==> config.mk <==
export PLATFORM = sky130hd
export DESIGN_NAME = task_table_round_robin_scheduler
export DESIGN_NICKNAME = d
export VERILOG_FILES = /design/src/hw/rtl/ttrr_pkg.sv /design/src/hw/rtl/task_table_round_robin_scheduler.sv /design/src/hw/rtl/ttrr_ctrl.sv /design/src/hw/rtl/ttrr_dpath.sv
export SDC_FILE = /design/constraint.sdc
export NUM_CORES = 2
export LEC_CHECK = 0
export ABC_AREA = 1
export BUFFER_PORTS_ARGS = -buffer_cell sky130_fd_sc_hd__buf_2
export CORE_MARGIN = 2
export CORE_UTILIZATION = 40
export CTS_CLUSTER_SIZE = 8
export DETAILED_ROUTE_END_ITERATION = 7
export REMOVE_ABC_BUFFERS = 1
export SLEW_MARGIN = 20
export SYNTH_ARGS = -nofsm -noshare
export SYNTH_HDL_FRONTEND = slang
export SYNTH_SLANG_ARGS = --single-unit
==> constraint.sdc <==
create_clock -name i_clk -period 7.2 [get_ports i_clk]
set_input_delay 0.36 -clock i_clk [delete_from_list [all_inputs] [get_ports i_clk]]
set_output_delay 0.36 -clock i_clk [all_outputs]
set_load 0.1 [all_outputs]
==> src/hw/rtl/ttrr_pkg.sv <==
// Shared types and constants for the task table round-robin scheduler.
// Used by ttrr_ctrl, ttrr_dpath and task_table_round_robin_scheduler.
package ttrr_pkg;

    localparam int SLOTS  = 64;
    localparam int SLOT_W = $clog2(SLOTS);
    localparam int CNT_W  = $clog2(SLOTS + 1);

    typedef enum logic [2:0] {
        FN_CREATE  = 3'd0,
        FN_DESTROY = 3'd1,
        FN_TICK    = 3'd2,
        FN_LAUNCH  = 3'd3,
        FN_MARK    = 3'd4
    } t_func;

    typedef enum logic [1:0] {
        SS_UNUSED  = 2'd0,
        SS_READY   = 2'd1,
        SS_RUNNING = 2'd2
    } t_sst;

    typedef enum logic [1:0] {
        RS_DONE    = 2'd0,
        RS_FULL    = 2'd1,
        RS_NORES   = 2'd2,
        RS_REFUSED = 2'd3
    } t_res;

    typedef struct packed {
        logic ctx;
        t_sst sst;
    } t_slot;

    localparam t_slot SLOT_FREE   = '{ctx: 1'b0, sst: SS_UNUSED};
    localparam t_slot SLOT0_RESET = '{ctx: 1'b0, sst: SS_RUNNING};

    typedef enum logic [2:0] {
        ST_IDLE,
        ST_FETCH,
        ST_SCAN,
        ST_EXEC,
        ST_READ,
        ST_LOAD
    } t_state;

    typedef struct packed {
        logic start;
        logic fetch;
        logic step;
        logic exec;
        logic read;
        logic load;
    } t_dp_cmd;

    typedef struct packed {
        logic scan_need;
        logic scan_done;
        logic out_free;
    } t_dp_sts;

endpackage

==> src/hw/rtl/task_table_round_robin_scheduler.sv <==
// Top level of the task table round-robin scheduler: controller plus datapath.
// Depends on ttrr_pkg, ttrr_ctrl and ttrr_dpath.
//
//   channel | direction | handshake            | fields
//   --------+-----------+----------------------+---------------------------------------------
//   in      | into      | i_valid / o_stall    | i_func, i_slot, i_resources_ok
//   out     | out of    | o_valid / i_stall    | o_status, o_new_slot, o_new_pid, o_switched,
//           |           |                      | o_current_slot, o_current_pid, o_live_count
//
// One item at a time. Destroy, launch, mark and unknown codes pass through fetch, exec,
// id read and result load. Create and tick add a slot-by-slot scan of the status table
// between fetch and exec, one slot per cycle, covering up to SLOTS-1 slots.
// Reset is synchronous and ready at once (slot 0 running with id 1, next id 2).
// A stalled result holds in the output register; the next item may be accepted meanwhile.
module task_table_round_robin_scheduler (
    input  logic        i_clk,
    input  logic        i_rst_n,
    input  logic        i_valid,
    output logic        o_stall,
    input  logic [2:0]  i_func,
    input  logic [5:0]  i_slot,
    input  logic        i_resources_ok,
    output logic        o_valid,
    input  logic        i_stall,
    output logic [1:0]  o_status,
    output logic [5:0]  o_new_slot,
    output logic [31:0] o_new_pid,
    output logic        o_switched,
    output logic [5:0]  o_current_slot,
    output logic [31:0] o_current_pid,
    output logic [6:0]  o_live_count
);

    ttrr_pkg::t_dp_cmd cmd;
    ttrr_pkg::t_dp_sts sts;

    ttrr_ctrl u_ctrl (
        .i_clk   (i_clk),
        .i_rst_n (i_rst_n),
        .i_valid (i_valid),
        .o_stall (o_stall),
        .i_sts   (sts),
        .o_cmd   (cmd)
    );

    ttrr_dpath u_dpath (
        .i_clk          (i_clk),
        .i_rst_n        (i_rst_n),
        .i_cmd          (cmd),
        .o_sts          (sts),
        .i_func         (i_func),
        .i_slot         (i_slot),
        .i_resources_ok (i_resources_ok),
        .i_stall        (i_stall),
        .o_valid        (o_valid),
        .o_status       (o_status),
        .o_new_slot     (o_new_slot),
        .o_new_pid      (o_new_pid),
        .o_switched     (o_switched),
        .o_current_slot (o_current_slot),
        .o_current_pid  (o_current_pid),
        .o_live_count   (o_live_count)
    );

    a_busy_after_accept: assert property (@(posedge i_clk) disable iff (!i_rst_n)
        (i_valid && !o_stall) |=> o_stall)
        else $error("block not busy after accepting an item");

    a_live_bound: assert property (@(posedge i_clk) disable iff (!i_rst_n)
        o_valid |-> (o_live_count >= 7'd1 && o_live_count <= 7'(ttrr_pkg::SLOTS)))
        else $error("live count out of range");

    a_switch_done: assert property (@(posedge i_clk) disable iff (!i_rst_n)
        (o_valid && o_switched) |-> (o_status == ttrr_pkg::RS_DONE))
        else $error("switch reported with failing status");

    a_new_slot_done: assert property (@(posedge i_clk) disable iff (!i_rst_n)
        (o_valid && o_new_slot != 6'd0) |-> (o_status == ttrr_pkg::RS_DONE && !o_switched))
        else $error("created slot reported with failing status");

endmodule

==> src/hw/rtl/ttrr_ctrl.sv <==
// Sequencer for the scheduler: accept, table fetch, slot scan, update, id read, result load.
// Depends on ttrr_pkg.
module ttrr_ctrl (
    input  logic              i_clk,
    input  logic              i_rst_n,
    input  logic              i_valid,
    output logic              o_stall,
    input  ttrr_pkg::t_dp_sts i_sts,
    output ttrr_pkg::t_dp_cmd o_cmd
);

    ttrr_pkg::t_state r_state;
    ttrr_pkg::t_state n_state;

    always_ff @(posedge i_clk) begin
        if (!i_rst_n) begin
            r_state <= ttrr_pkg::ST_IDLE;
        end else begin
            r_state <= n_state;
        end
    end

    always_comb begin
        n_state = r_state;
        o_cmd   = '0;
        unique case (r_state)
            ttrr_pkg::ST_IDLE: begin
                if (i_valid) begin
                    o_cmd.start = 1'b1;
                    n_state     = ttrr_pkg::ST_FETCH;
                end
            end
            ttrr_pkg::ST_FETCH: begin
                o_cmd.fetch = 1'b1;
                if (i_sts.scan_need) begin
                    n_state = ttrr_pkg::ST_SCAN;
                end else begin
                    n_state = ttrr_pkg::ST_EXEC;
                end
            end
            ttrr_pkg::ST_SCAN: begin
                o_cmd.step = 1'b1;
                if (i_sts.scan_done) begin
                    n_state = ttrr_pkg::ST_EXEC;
                end
            end
            ttrr_pkg::ST_EXEC: begin
                o_cmd.exec = 1'b1;
                n_state    = ttrr_pkg::ST_READ;
            end
            ttrr_pkg::ST_READ: begin
                o_cmd.read = 1'b1;
                n_state    = ttrr_pkg::ST_LOAD;
            end
            ttrr_pkg::ST_LOAD: begin
                if (i_sts.out_free) begin
                    o_cmd.load = 1'b1;
                    n_state    = ttrr_pkg::ST_IDLE;
                end
            end
            default: begin
                n_state = ttrr_pkg::ST_IDLE;
            end
        endcase
    end

    assign o_stall = (r_state != ttrr_pkg::ST_IDLE);

endmodule

==> src/hw/rtl/ttrr_dpath.sv <==
// Datapath: slot table memory, id memory, counters, scan and result register.
// Depends on ttrr_pkg; sequenced by ttrr_ctrl.
module ttrr_dpath (
    input  logic              i_clk,
    input  logic              i_rst_n,
    input  ttrr_pkg::t_dp_cmd i_cmd,
    output ttrr_pkg::t_dp_sts o_sts,
    input  logic [2:0]        i_func,
    input  logic [5:0]        i_slot,
    input  logic              i_resources_ok,
    input  logic              i_stall,
    output logic              o_valid,
    output logic [1:0]        o_status,
    output logic [5:0]        o_new_slot,
    output logic [31:0]       o_new_pid,
    output logic              o_switched,
    output logic [5:0]        o_current_slot,
    output logic [31:0]       o_current_pid,
    output logic [6:0]        o_live_count
);

    localparam int SW = ttrr_pkg::SLOT_W;
    localparam int CW = ttrr_pkg::CNT_W;

    // captured item
    ttrr_pkg::t_func r_func;
    logic [5:0]      r_slot;
    logic            r_res_ok;

    // table state
    ttrr_pkg::t_slot r_tab     [ttrr_pkg::SLOTS];
    logic            r_tab_vld [ttrr_pkg::SLOTS];
    logic            r_pid_vld [ttrr_pkg::SLOTS];
    logic [31:0]     r_pid_mem [ttrr_pkg::SLOTS];
    logic [31:0]     r_pid_ctr;
    logic [SW-1:0]   r_running;
    logic [CW-1:0]   r_used;

    // table reads: port a at scan pointer or item slot, port b at running slot
    ttrr_pkg::t_slot r_qa;
    logic            r_qa_vld;
    logic [SW-1:0]   r_qa_idx;
    ttrr_pkg::t_slot r_qb;
    logic            r_qb_vld;
    logic            r_qb_zero;

    // scan
    logic [SW-1:0]   r_idx;
    logic [CW-1:0]   r_cnt;
    logic            r_have;
    logic [SW-1:0]   r_found;

    // slot left by a tick, written back during the id read
    logic [SW-1:0]   r_old;
    logic            r_old_wr;

    // per-item result
    ttrr_pkg::t_res  r_res;
    logic [5:0]      r_new_slot;
    logic [31:0]     r_new_pid;
    logic            r_switched;

    // id read
    logic [31:0]     r_rd_data;
    logic            r_rd_vld;
    logic            r_rd_zero;

    logic            r_o_valid;
    logic [1:0]      r_o_status;
    logic [5:0]      r_o_new_slot;
    logic [31:0]     r_o_new_pid;
    logic            r_o_switched;
    logic [5:0]      r_o_current_slot;
    logic [31:0]     r_o_current_pid;
    logic [6:0]      r_o_live_count;

    logic [SW-1:0]   tgt;
    logic            in_range;
    logic            scan_fn;
    logic [SW-1:0]   rd_a;
    ttrr_pkg::t_slot qa_ent;
    ttrr_pkg::t_slot qb_ent;
    ttrr_pkg::t_sst  tgt_st;
    logic            scan_hit;
    logic            scan_last;
    logic [SW-1:0]   run_next;
    logic [SW-1:0]   idx_next;
    ttrr_pkg::t_res  n_res;
    logic [5:0]      n_new_slot;
    logic [31:0]     n_new_pid;
    logic            n_switched;
    logic            n_pid_we;
    logic [SW-1:0]   n_pid_wa;
    logic [31:0]     n_pid_wd;
    logic            n_tab_we;
    logic [SW-1:0]   n_tab_wa;
    ttrr_pkg::t_slot n_tab_wd;
    logic [31:0]     rd_pid;

    assign tgt      = SW'(r_slot);
    assign in_range = ({3'b000, r_slot} < 9'(ttrr_pkg::SLOTS));
    assign scan_fn  = (r_func == ttrr_pkg::FN_CREATE) || (r_func == ttrr_pkg::FN_TICK);
    assign rd_a     = scan_fn ? r_idx : tgt;
    assign run_next = (r_running == SW'(ttrr_pkg::SLOTS - 1)) ? '0 : r_running + 1'b1;
    assign idx_next = (r_idx == SW'(ttrr_pkg::SLOTS - 1)) ? '0 : r_idx + 1'b1;

    // unwritten table entries read as after reset: slot 0 running, others unused
    assign qa_ent = r_qa_vld ? r_qa :
                    ((r_qa_idx == '0) ? ttrr_pkg::SLOT0_RESET : ttrr_pkg::SLOT_FREE);
    assign qb_ent = r_qb_vld ? r_qb :
                    (r_qb_zero ? ttrr_pkg::SLOT0_RESET : ttrr_pkg::SLOT_FREE);
    assign tgt_st = qa_ent.sst;

    always_comb begin
        if (r_func == ttrr_pkg::FN_CREATE) begin
            scan_hit  = (qa_ent.sst == ttrr_pkg::SS_UNUSED);
            scan_last = (r_qa_idx == SW'(ttrr_pkg::SLOTS - 1));
        end else begin
            scan_hit  = (qa_ent.sst != ttrr_pkg::SS_UNUSED) && qa_ent.ctx;
            scan_last = (r_cnt == CW'(ttrr_pkg::SLOTS - 2));
        end
    end

    assign o_sts.scan_need = scan_fn;
    assign o_sts.scan_done = scan_hit || scan_last;
    assign o_sts.out_free  = !r_o_valid || !i_stall;

    always_comb begin
        n_res      = ttrr_pkg::RS_DONE;
        n_new_slot = '0;
        n_new_pid  = '0;
        n_switched = 1'b0;
        n_pid_we   = 1'b0;
        n_pid_wa   = tgt;
        n_pid_wd   = '0;
        case (r_func)
            ttrr_pkg::FN_CREATE: begin
                if (!r_have) begin
                    n_res = ttrr_pkg::RS_FULL;
                end else if (!r_res_ok) begin
                    n_res = ttrr_pkg::RS_NORES;
                end else begin
                    n_new_slot = 6'(r_found);
                    n_new_pid  = r_pid_ctr;
                    n_pid_we   = 1'b1;
                    n_pid_wa   = r_found;
                    n_pid_wd   = r_pid_ctr;
                end
            end
            ttrr_pkg::FN_DESTROY: begin
                if (!in_range || r_slot == 6'd0) begin
                    n_res = ttrr_pkg::RS_REFUSED;
                end else begin
                    n_pid_we = 1'b1;
                end
            end
            ttrr_pkg::FN_TICK: begin
                n_switched = r_have;
            end
            ttrr_pkg::FN_LAUNCH: begin
                if (!in_range || r_slot == 6'd0 || tgt_st == ttrr_pkg::SS_UNUSED) begin
                    n_res = ttrr_pkg::RS_REFUSED;
                end
            end
            ttrr_pkg::FN_MARK: begin
                if (!in_range || tgt_st == ttrr_pkg::SS_UNUSED) begin
                    n_res = ttrr_pkg::RS_REFUSED;
                end
            end
            default: begin
                n_res = ttrr_pkg::RS_REFUSED;
            end
        endcase
    end

    // one table write a cycle; a switching tick writes the new slot at exec
    // and the slot it leaves during the id read
    always_comb begin
        n_tab_we = 1'b0;
        n_tab_wa = tgt;
        n_tab_wd = qa_ent;
        if (i_cmd.exec && n_res == ttrr_pkg::RS_DONE) begin
            case (r_func)
                ttrr_pkg::FN_CREATE: begin
                    n_tab_we = 1'b1;
                    n_tab_wa = r_found;
                    n_tab_wd = '{ctx: 1'b0, sst: ttrr_pkg::SS_READY};
                end
                ttrr_pkg::FN_DESTROY: begin
                    n_tab_we = 1'b1;
                    n_tab_wd = ttrr_pkg::SLOT_FREE;
                end
                ttrr_pkg::FN_TICK: begin
                    n_tab_we = r_have;
                    n_tab_wa = r_found;
                    n_tab_wd = '{ctx: 1'b1, sst: ttrr_pkg::SS_RUNNING};
                end
                ttrr_pkg::FN_LAUNCH: begin
                    n_tab_we     = 1'b1;
                    n_tab_wd.sst = ttrr_pkg::SS_RUNNING;
                end
                ttrr_pkg::FN_MARK: begin
                    n_tab_we     = 1'b1;
                    n_tab_wd.ctx = 1'b1;
                end
                default: begin
                end
            endcase
        end else if (i_cmd.read && r_old_wr) begin
            n_tab_we = 1'b1;
            n_tab_wa = r_old;
            n_tab_wd = '{ctx: 1'b1, sst: ttrr_pkg::SS_READY};
        end
    end

    always_ff @(posedge i_clk) begin
        if (!i_rst_n) begin
            for (int i = 0; i < ttrr_pkg::SLOTS; i++) begin
                r_tab_vld[i] <= 1'b0;
                r_pid_vld[i] <= 1'b0;
            end
            r_pid_ctr <= 32'd2;
            r_running <= '0;
            r_used    <= CW'(1);
            r_func    <= ttrr_pkg::FN_TICK;
            r_have    <= 1'b0;
            r_o_valid <= 1'b0;
        end else begin
            if (i_cmd.start) begin
                r_func <= ttrr_pkg::t_func'(i_func);
                r_have <= 1'b0;
            end
            if (i_cmd.step && scan_hit) begin
                r_have <= 1'b1;
            end
            if (i_cmd.exec && n_res == ttrr_pkg::RS_DONE) begin
                case (r_func)
                    ttrr_pkg::FN_CREATE: begin
                        r_pid_ctr <= r_pid_ctr + 32'd1;
                        r_used    <= r_used + 1'b1;
                    end
                    ttrr_pkg::FN_DESTROY: begin
                        if (tgt_st != ttrr_pkg::SS_UNUSED) begin
                            r_used <= r_used - 1'b1;
                        end
                    end
                    ttrr_pkg::FN_TICK: begin
                        if (r_have) begin
                            r_running <= r_found;
                        end
                    end
                    ttrr_pkg::FN_LAUNCH: begin
                        r_running <= tgt;
                    end
                    default: begin
                    end
                endcase
            end
            if (n_tab_we) begin
                r_tab_vld[n_tab_wa] <= 1'b1;
            end
            if (i_cmd.exec && n_pid_we) begin
                r_pid_vld[n_pid_wa] <= 1'b1;
            end
            if (i_cmd.load) begin
                r_o_valid <= 1'b1;
            end else if (!i_stall) begin
                r_o_valid <= 1'b0;
            end
        end
    end

    always_ff @(posedge i_clk) begin
        if (i_cmd.start) begin
            r_slot   <= i_slot;
            r_res_ok <= i_resources_ok;
            r_cnt    <= '0;
            r_idx    <= (i_func == ttrr_pkg::FN_CREATE) ? SW'(1) : run_next;
        end else if (i_cmd.fetch || i_cmd.step) begin
            r_idx <= idx_next;
        end
        if (i_cmd.step) begin
            if (scan_hit) begin
                r_found <= r_qa_idx;
            end else begin
                r_cnt <= r_cnt + 1'b1;
            end
        end
        r_qa      <= r_tab[rd_a];
        r_qa_vld  <= r_tab_vld[rd_a];
        r_qa_idx  <= rd_a;
        r_qb      <= r_tab[r_running];
        r_qb_vld  <= r_tab_vld[r_running];
        r_qb_zero <= (r_running == '0);
        if (n_tab_we) begin
            r_tab[n_tab_wa] <= n_tab_wd;
        end
        if (i_cmd.exec) begin
            r_res      <= n_res;
            r_new_slot <= n_new_slot;
            r_new_pid  <= n_new_pid;
            r_switched <= n_switched;
            r_old      <= r_running;
            r_old_wr   <= (r_func == ttrr_pkg::FN_TICK) && r_have &&
                          (qb_ent.sst != ttrr_pkg::SS_UNUSED);
            if (n_pid_we) begin
                r_pid_mem[n_pid_wa] <= n_pid_wd;
            end
        end
        if (i_cmd.read) begin
            r_rd_data <= r_pid_mem[r_running];
            r_rd_vld  <= r_pid_vld[r_running];
            r_rd_zero <= (r_running == '0);
        end
        if (i_cmd.load) begin
            r_o_status       <= r_res;
            r_o_new_slot     <= r_new_slot;
            r_o_new_pid      <= r_new_pid;
            r_o_switched     <= r_switched;
            r_o_current_slot <= 6'(r_running);
            r_o_current_pid  <= rd_pid;
            r_o_live_count   <= 7'(r_used);
        end
    end

    // unwritten entries hold the reset ids: 1 for slot 0, else 0
    assign rd_pid = r_rd_vld ? r_rd_data : {31'd0, r_rd_zero};

    assign o_valid        = r_o_valid;
    assign o_status       = r_o_status;
    assign o_new_slot     = r_o_new_slot;
    assign o_new_pid      = r_o_new_pid;
    assign o_switched     = r_o_switched;
    assign o_current_slot = r_o_current_slot;
    assign o_current_pid  = r_o_current_pid;
    assign o_live_count   = r_o_live_count;

endmodule

Word-level counts from Yosys, hierarchy flattened:

Memories as Yosys holds them, arrays and structs flattened. A register that Yosys moved wholly into a read port is not among the register bits.
Cells that the tools add are included.

* equal/unequal tests: 19
* reductions and logical operators: 42
* $add $sub $neg: 6
* muxes and demuxes: 80

Operators with widths (number)
* $mux 32: 3
* $mux 6: 15
* $mux 1: 36
* $add 32x1->32 const B: 1
* $mux 7: 4
* $eq 6x6->1 const B: 3
* $logic_not 6->1: 3
* $mux 3: 6
* $pmux 3 s6: 1
* $mux 2: 8
* $add 7x1->7 const B: 2
* $pmux 7 s2: 1
* $add 6x1->6 const B: 2
* $eq 3x2->1 const B: 4
* $pmux 6 s2: 1
* $reduce_and 3->1: 4
* $reduce_bool 2->1: 6
* $pmux 2 s5: 1
* $eq 3x3->1 const B: 3
* $logic_not 3->1: 3
* $reduce_or 2->1: 4
* $eq 7x6->1 const B: 1
* $logic_and 1x1->1: 7
* $sub 7x1->7 const B: 1
* 12 further kinds: 27

* bits in registers: 221
* memories kept: 4
* memory bits (writable): 2368
* input bits: 14
* logic and storage cells: 180

Memories
* u_dpath.r_pid_mem: depth 64, bits a word 32, read ports 1, clocked after Yosys merged registers in 1, wr ports 1, RTL line ttrr_dpath.sv:34 `logic [31:0] r_pid_mem [ttrr_pkg::SLOTS];`
* u_dpath.r_tab: depth 64, bits a word 3, read ports 2, clocked after Yosys merged registers in 2, wr ports 1, RTL line ttrr_dpath.sv:31 `ttrr_pkg::t_slot r_tab [ttrr_pkg::SLOTS];`
* u_dpath.r_pid_vld: depth 64, bits a word 1, read ports 1, clocked after Yosys merged registers in 1, wr ports 64, RTL line ttrr_dpath.sv:33 `logic r_pid_vld [ttrr_pkg::SLOTS];`
* u_dpath.r_tab_vld: depth 64, bits a word 1, read ports 2, clocked after Yosys merged registers in 2, wr ports 64, RTL line ttrr_dpath.sv:32 `logic r_tab_vld [ttrr_pkg::SLOTS];`

Logic depth before layout (Yosys ltp):

* depth in word-level cells: 15
* gate-level depth with buffers: 15

Modules after synthesis:

Synthesis repeated with hierarchy kept, for this count alone.

* cell total of the unflattened synthesis: 8564
* area total of the unflattened synthesis: 105289.7 µm²

Modules (own cells, without submodules)
* ttrr_dpath: instances 1, sequential area each 76863.7 µm², cells an instance 8530, area each 105078.3 µm²
* ttrr_ctrl: instances 1, sequential area each 60.1 µm², cells an instance 34, area each 211.5 µm²

Worst setup path after synthesis:

Ideal clock, no wire load.

* path type: reg2reg
* from: reg u_ctrl.r_state[0]
* to: mem u_dpath.r_tab[0][2] (netlist name), data pin
* slack: 2126 ps
* cell stages (with the launch flop): 7
* arrival: 4486 ps
* cells stage by stage: dfxtp_1 nor2_1 inv_1 nor2_1 nand2_1 buf_2 a31oi_1

RTL lines
* from (decl): RTL line ttrr_ctrl.sv:12 `ttrr_pkg::t_state r_state;`
* from (signal assigned): RTL line ttrr_ctrl.sv:17 `r_state <= ttrr_pkg::ST_IDLE;`
* from (signal assigned): RTL line ttrr_ctrl.sv:19 `r_state <= n_state;`
* to (decl): RTL line ttrr_dpath.sv:31

Final worst setup path:

* from: reg u_dpath.r_func[0]
* to: mem u_dpath.r_pid_mem[42][25], enable pin

* cells in the longest elaborated chain, start to end: 5
* elaborated cells between the ends (all ways): 7
* classes of those cells: 1 x eq/ne; 5 x mux; 1 x reduce/logical

Ends and longest elaborated chain
* from (decl): RTL line ttrr_dpath.sv:26 `ttrr_pkg::t_func r_func;`
* from (signal assigned): RTL line ttrr_dpath.sv:225 `r_func <= ttrr_pkg::FN_TICK;`
* from (signal assigned): RTL line ttrr_dpath.sv:230 `r_func <= ttrr_pkg::t_func'(i_func);`
* $eq 3x1->1 / $logic_not 3->1 (equally long branches): RTL line ttrr_dpath.sv:136 `case (r_func)`
* $pmux 1 s2: RTL line ttrr_dpath.sv:136
* $mux 1: RTL line ttrr_dpath.sv:306 `if (n_pid_we) begin`
* $mux 1: RTL line ttrr_dpath.sv:298 `if (i_cmd.exec) begin`
* $mux 1 (not written as such): RTL line ttrr_dpath.sv:307 `r_pid_mem[n_pid_wa] <= n_pid_wd;`
* to (decl): RTL line ttrr_dpath.sv:34

Several ways; a longest one is shown, not always the timed one.

==> flow_summary.json <==
{
  "die_area_mm2": 0.2665,
  "path_delay_family": "simple AND/OR/NAND/NOR gates",
  "initial_utilization_pct": 40.12,
  "crit_type": "flip-flop to flip-flop",
  "die_x_um": 516.2,
  "synth-edff-count": 2427,
  "fillers": 23040,
  "syn_avg_cell_area_um2": 12.28,
  "yosysSeqAreaShare_pct": 73.30,
  "rr_startpoint": "u_dpath.r_func[0]$_SDFFE_PN0P_",
  "drc": 0,
  "numCtsBuffers": 380,
  "syn_inst": 8548,
  "cpPeakStageDelay_ps": 1160,
  "drtIter0Drc": 9972,
  "rows": 188,
  "seqPwrFrac_pct": 46.6,
  "async_flop_share_pct": 0,
  "ir_worst_vdd_v": 0.0002945,
  "p_sw_mw": 9.158,
  "slew_viol_final": 0,
  "cts_root_buf": "clkbuf_16",
  "cts_tree": "built",
  "clkPwrFrac_pct": 43.4,
  "overflow": 0,
  "period_share_pct": 64.98,
  "clkTransAtPathRegs_ps": 50,
  "core_area_mm2": 0.2616,
  "cp-end-kind": "flip-flop",
  "setup_viol": 0,
  "first_pass_iters": 8,
  "synth_xor_area_share_pct": 0.2337,
  "grt_pass1_wl_mm": 464.9,
  "fmax_mhz": 213.7,
  "synth-simple-area-share_pct": 11.05,
  "final-seq-area_mm2": 0.07694,
  "power_density_mw_per_mm2": 302.4,
  "worst-path-max-fanout": 33,
  "hold_path.class": "primary input to flip-flop",
  "fp.dieH_um": 516.2,
  "grt_use_total_pct": 23.59,
  "min_from": "i_slot[0]",
  "grt_pass1_vias": 68020,
  "yosys_warnings": 0,
  "dpl.hpwl_mm": 181.7,
  "critPathArrivalTime_ps": 5240,
  "yosysUniqueCellTypes": 49,
  "wl_per_cell_um": 26.30,
  "grt_max_degree": 228,
  "clock_skew_ps": 94.21,
  "cp-startpoint": "u_dpath.r_func[0]$_SDFFE_PN0P_",
  "crit_chain": "nor2_8 > nand2_4 > inv_2 > nand3_4 > buf_4 > o21ai_1 > buf_4 > inv_1 > nand3_1 > nor2_4",
  "synth-seq-cells": 2629,
  "synth-compound-area-share_pct": 12.15,
  "synth_fa_ha_area_share_pct": 0.1502,
  "crit_required_ps": 7760,
  "multi_input_area_mm2": 0.02564,
  "setup_slack_ps": 2521,
  "clk_latency_ps": 980,
  "mostFrequentLayoutCells": "2427 x edfxtp_1, 1364 x nor2_1, 1219 x o21ai_0",
  "drtAntennaViolNets": 0,
  "cts_buffer_depth": 4,
  "final_common_cell": "edfxtp_1",
  "wl_mm": 324.1,
  "slew_headroom_pct": 23.40,
  "gp_congestion": 0.8988,
  "dp_slack_ps": 2568,
  "status": "finished, final reports clean",
  "syn_to_final_growth_pct": 15.29,
  "fin_crit_ps": 4679,
  "tns_ps": 0,
  "vias_per_cell": 5.864,
  "antenna_found_initial": 18,
  "synth_top_family_by_area": "compound AO/OA/AOI/OAI gates",
  "clock-sinks": 2629,
  "htreeDepth": 5,
  "p_leak_nw": 36.50,
  "synth_mux_area_share_pct": 0.01073,
  "crit_buf_inv": 4,
  "num_vias": 72250,
  "startpoint_type": "flip-flop",
  "post_route_cells_drive_above_1_share_pct": 9.635,
  "path_common_cell": "buf_4",
  "ios": 102,
  "p_sw_share_pct": 25.03,
  "syn-cell-area_mm2": 0.1049,
  "port_buffers": 101,
  "hold_viol": 0,
  "nets": 8640,
  "p_int_mw": 27.43,
  "critPathSlowestCell": "nor2_4",
  "tightest_slew_ps": 1146,
  "cts_resized": 0,
  "synthFlopType": "edfxtp_1",
  "share_comb_of_total_power_pct": 10.0,
  "cap_violations": 0,
  "rsz0062_at_grt": "false"
}
cells by family after synthesis:
logic type	count (synthesis)
AO/OA/AOI/OAI	2194
buffers and inverters	848
multiplexers	1
flip-flops	2629
AND/OR/NAND/NOR	2836
XOR/XNOR	28
adder cells (fa/ha/maj)	12
worst paths after layout:
kind | cells past startpoint | slack [ps] | to
worst max-delay path | 10 | 2520 | u_dpath.r_pid_mem[42][25]$_DFFE_PP_
worst min-delay path | 2 | 160 | u_dpath.r_slot[0]$_DFFE_PP_
worst max register to register | 10 | 2520 | u_dpath.r_pid_mem[42][25]$_DFFE_PP_
worst min register to register | 0 | 420 | u_dpath.o_new_pid[5]$_DFFE_PP_
cell usage after synthesis, types with 20 or more instances:
cell      number  area (um2)
dfxtp_1      202        4044
o221ai_1     192        1682
buf_2         47       235.2
edfxtp_1    2427       72880
or2_2         20       125.1
a21oi_1      193       965.9
o22ai_1      336        2102
o211ai_1     215        1614
inv_1        250       938.4
nand2_1      763        2864
nand3_1      486        2432
nor2_1      1467        5507
nand4_1       30       187.7
buf_1         54       202.7
nor3_1        34       170.2
xor2_1        25       219.0
clkbuf_1     476        1787
o21ai_0     1224        6126
registers in the layout, summed over array words and instances, names as in the netlist, 7 cells and up:
name	count
u_dpath.r_used	7
u_dpath.o_live_count	7
u_dpath.r_tab	192
u_dpath.r_pid_ctr	32
u_dpath.r_new_pid	32
u_dpath.r_pid_mem	2048
u_dpath.r_pid_vld	64
u_dpath.r_rd_data	32
u_dpath.r_tab_vld	64
u_dpath.r_cnt	7
u_dpath.o_new_pid	32
u_dpath.o_current_pid	32
per-layer routing:
metal | routed length, um | part of all wire (%) | track usage (%)
met1 | 130500 | 40 | 32.81
met2 | 147800 | 46 | 36.23
met3 | 30850 | 9.5 | 4.087
met4 | 14830 | 4.6 | 10.61
met5 | 31 | 0.0096 | 0
area by class of cell:
cell class | count | area share, %
timing repair buffer | 264 | 2.121
sequential | 2629 | 63.59
inverter | 268 | 0.8521
tap | 3515 | 3.635
clock inverter | 11 | 0.09100
multi-input combinational | 5071 | 21.19
clock buffer | 558 | 8.507
antenna | 5 | 0.01034
power by group through the flow:
| stage | Clock, mW | Sequential (mW) | Combinational, mW |
|---|---|---|---|
| floorplan | 0 | 17.4 | 2.17 |
| global placement | 0 | 17.3 | 3.57 |
| detailed placement | 0 | 17.3 | 3.60 |
| CTS | 16.0 | 17.0 | 3.63 |
| global route | 16.7 | 17.0 | 3.95 |
| finish | 15.9 | 17.0 | 3.68 |
repair_timing:
| item | CTS | global route |
|---|---|---|
| hold buffers | 13 | 0 |
| endpoints found under the hold margin | 19 | 0 |
| buffers inserted | 0 | 0 |
| setup endpoints to repair | 0 | 0 |
per-stage QoR:
stage	std cells	total power, mW	hold slack [ps]	instance area [um2]	utilization (%)
CTS	12290	36.71	103.7	120400	46.04
detailed placement	11710	20.93	404.5	109900	42.01
global route	12320	37.67	129.5	121000	46.25
global placement	11690	20.89	403.9	109500	41.86
floorplan	7968	19.60	400.3	102700	-
finish	12320	36.59	156.7	121000	46.26
Power figures use the tool's default switching activity.
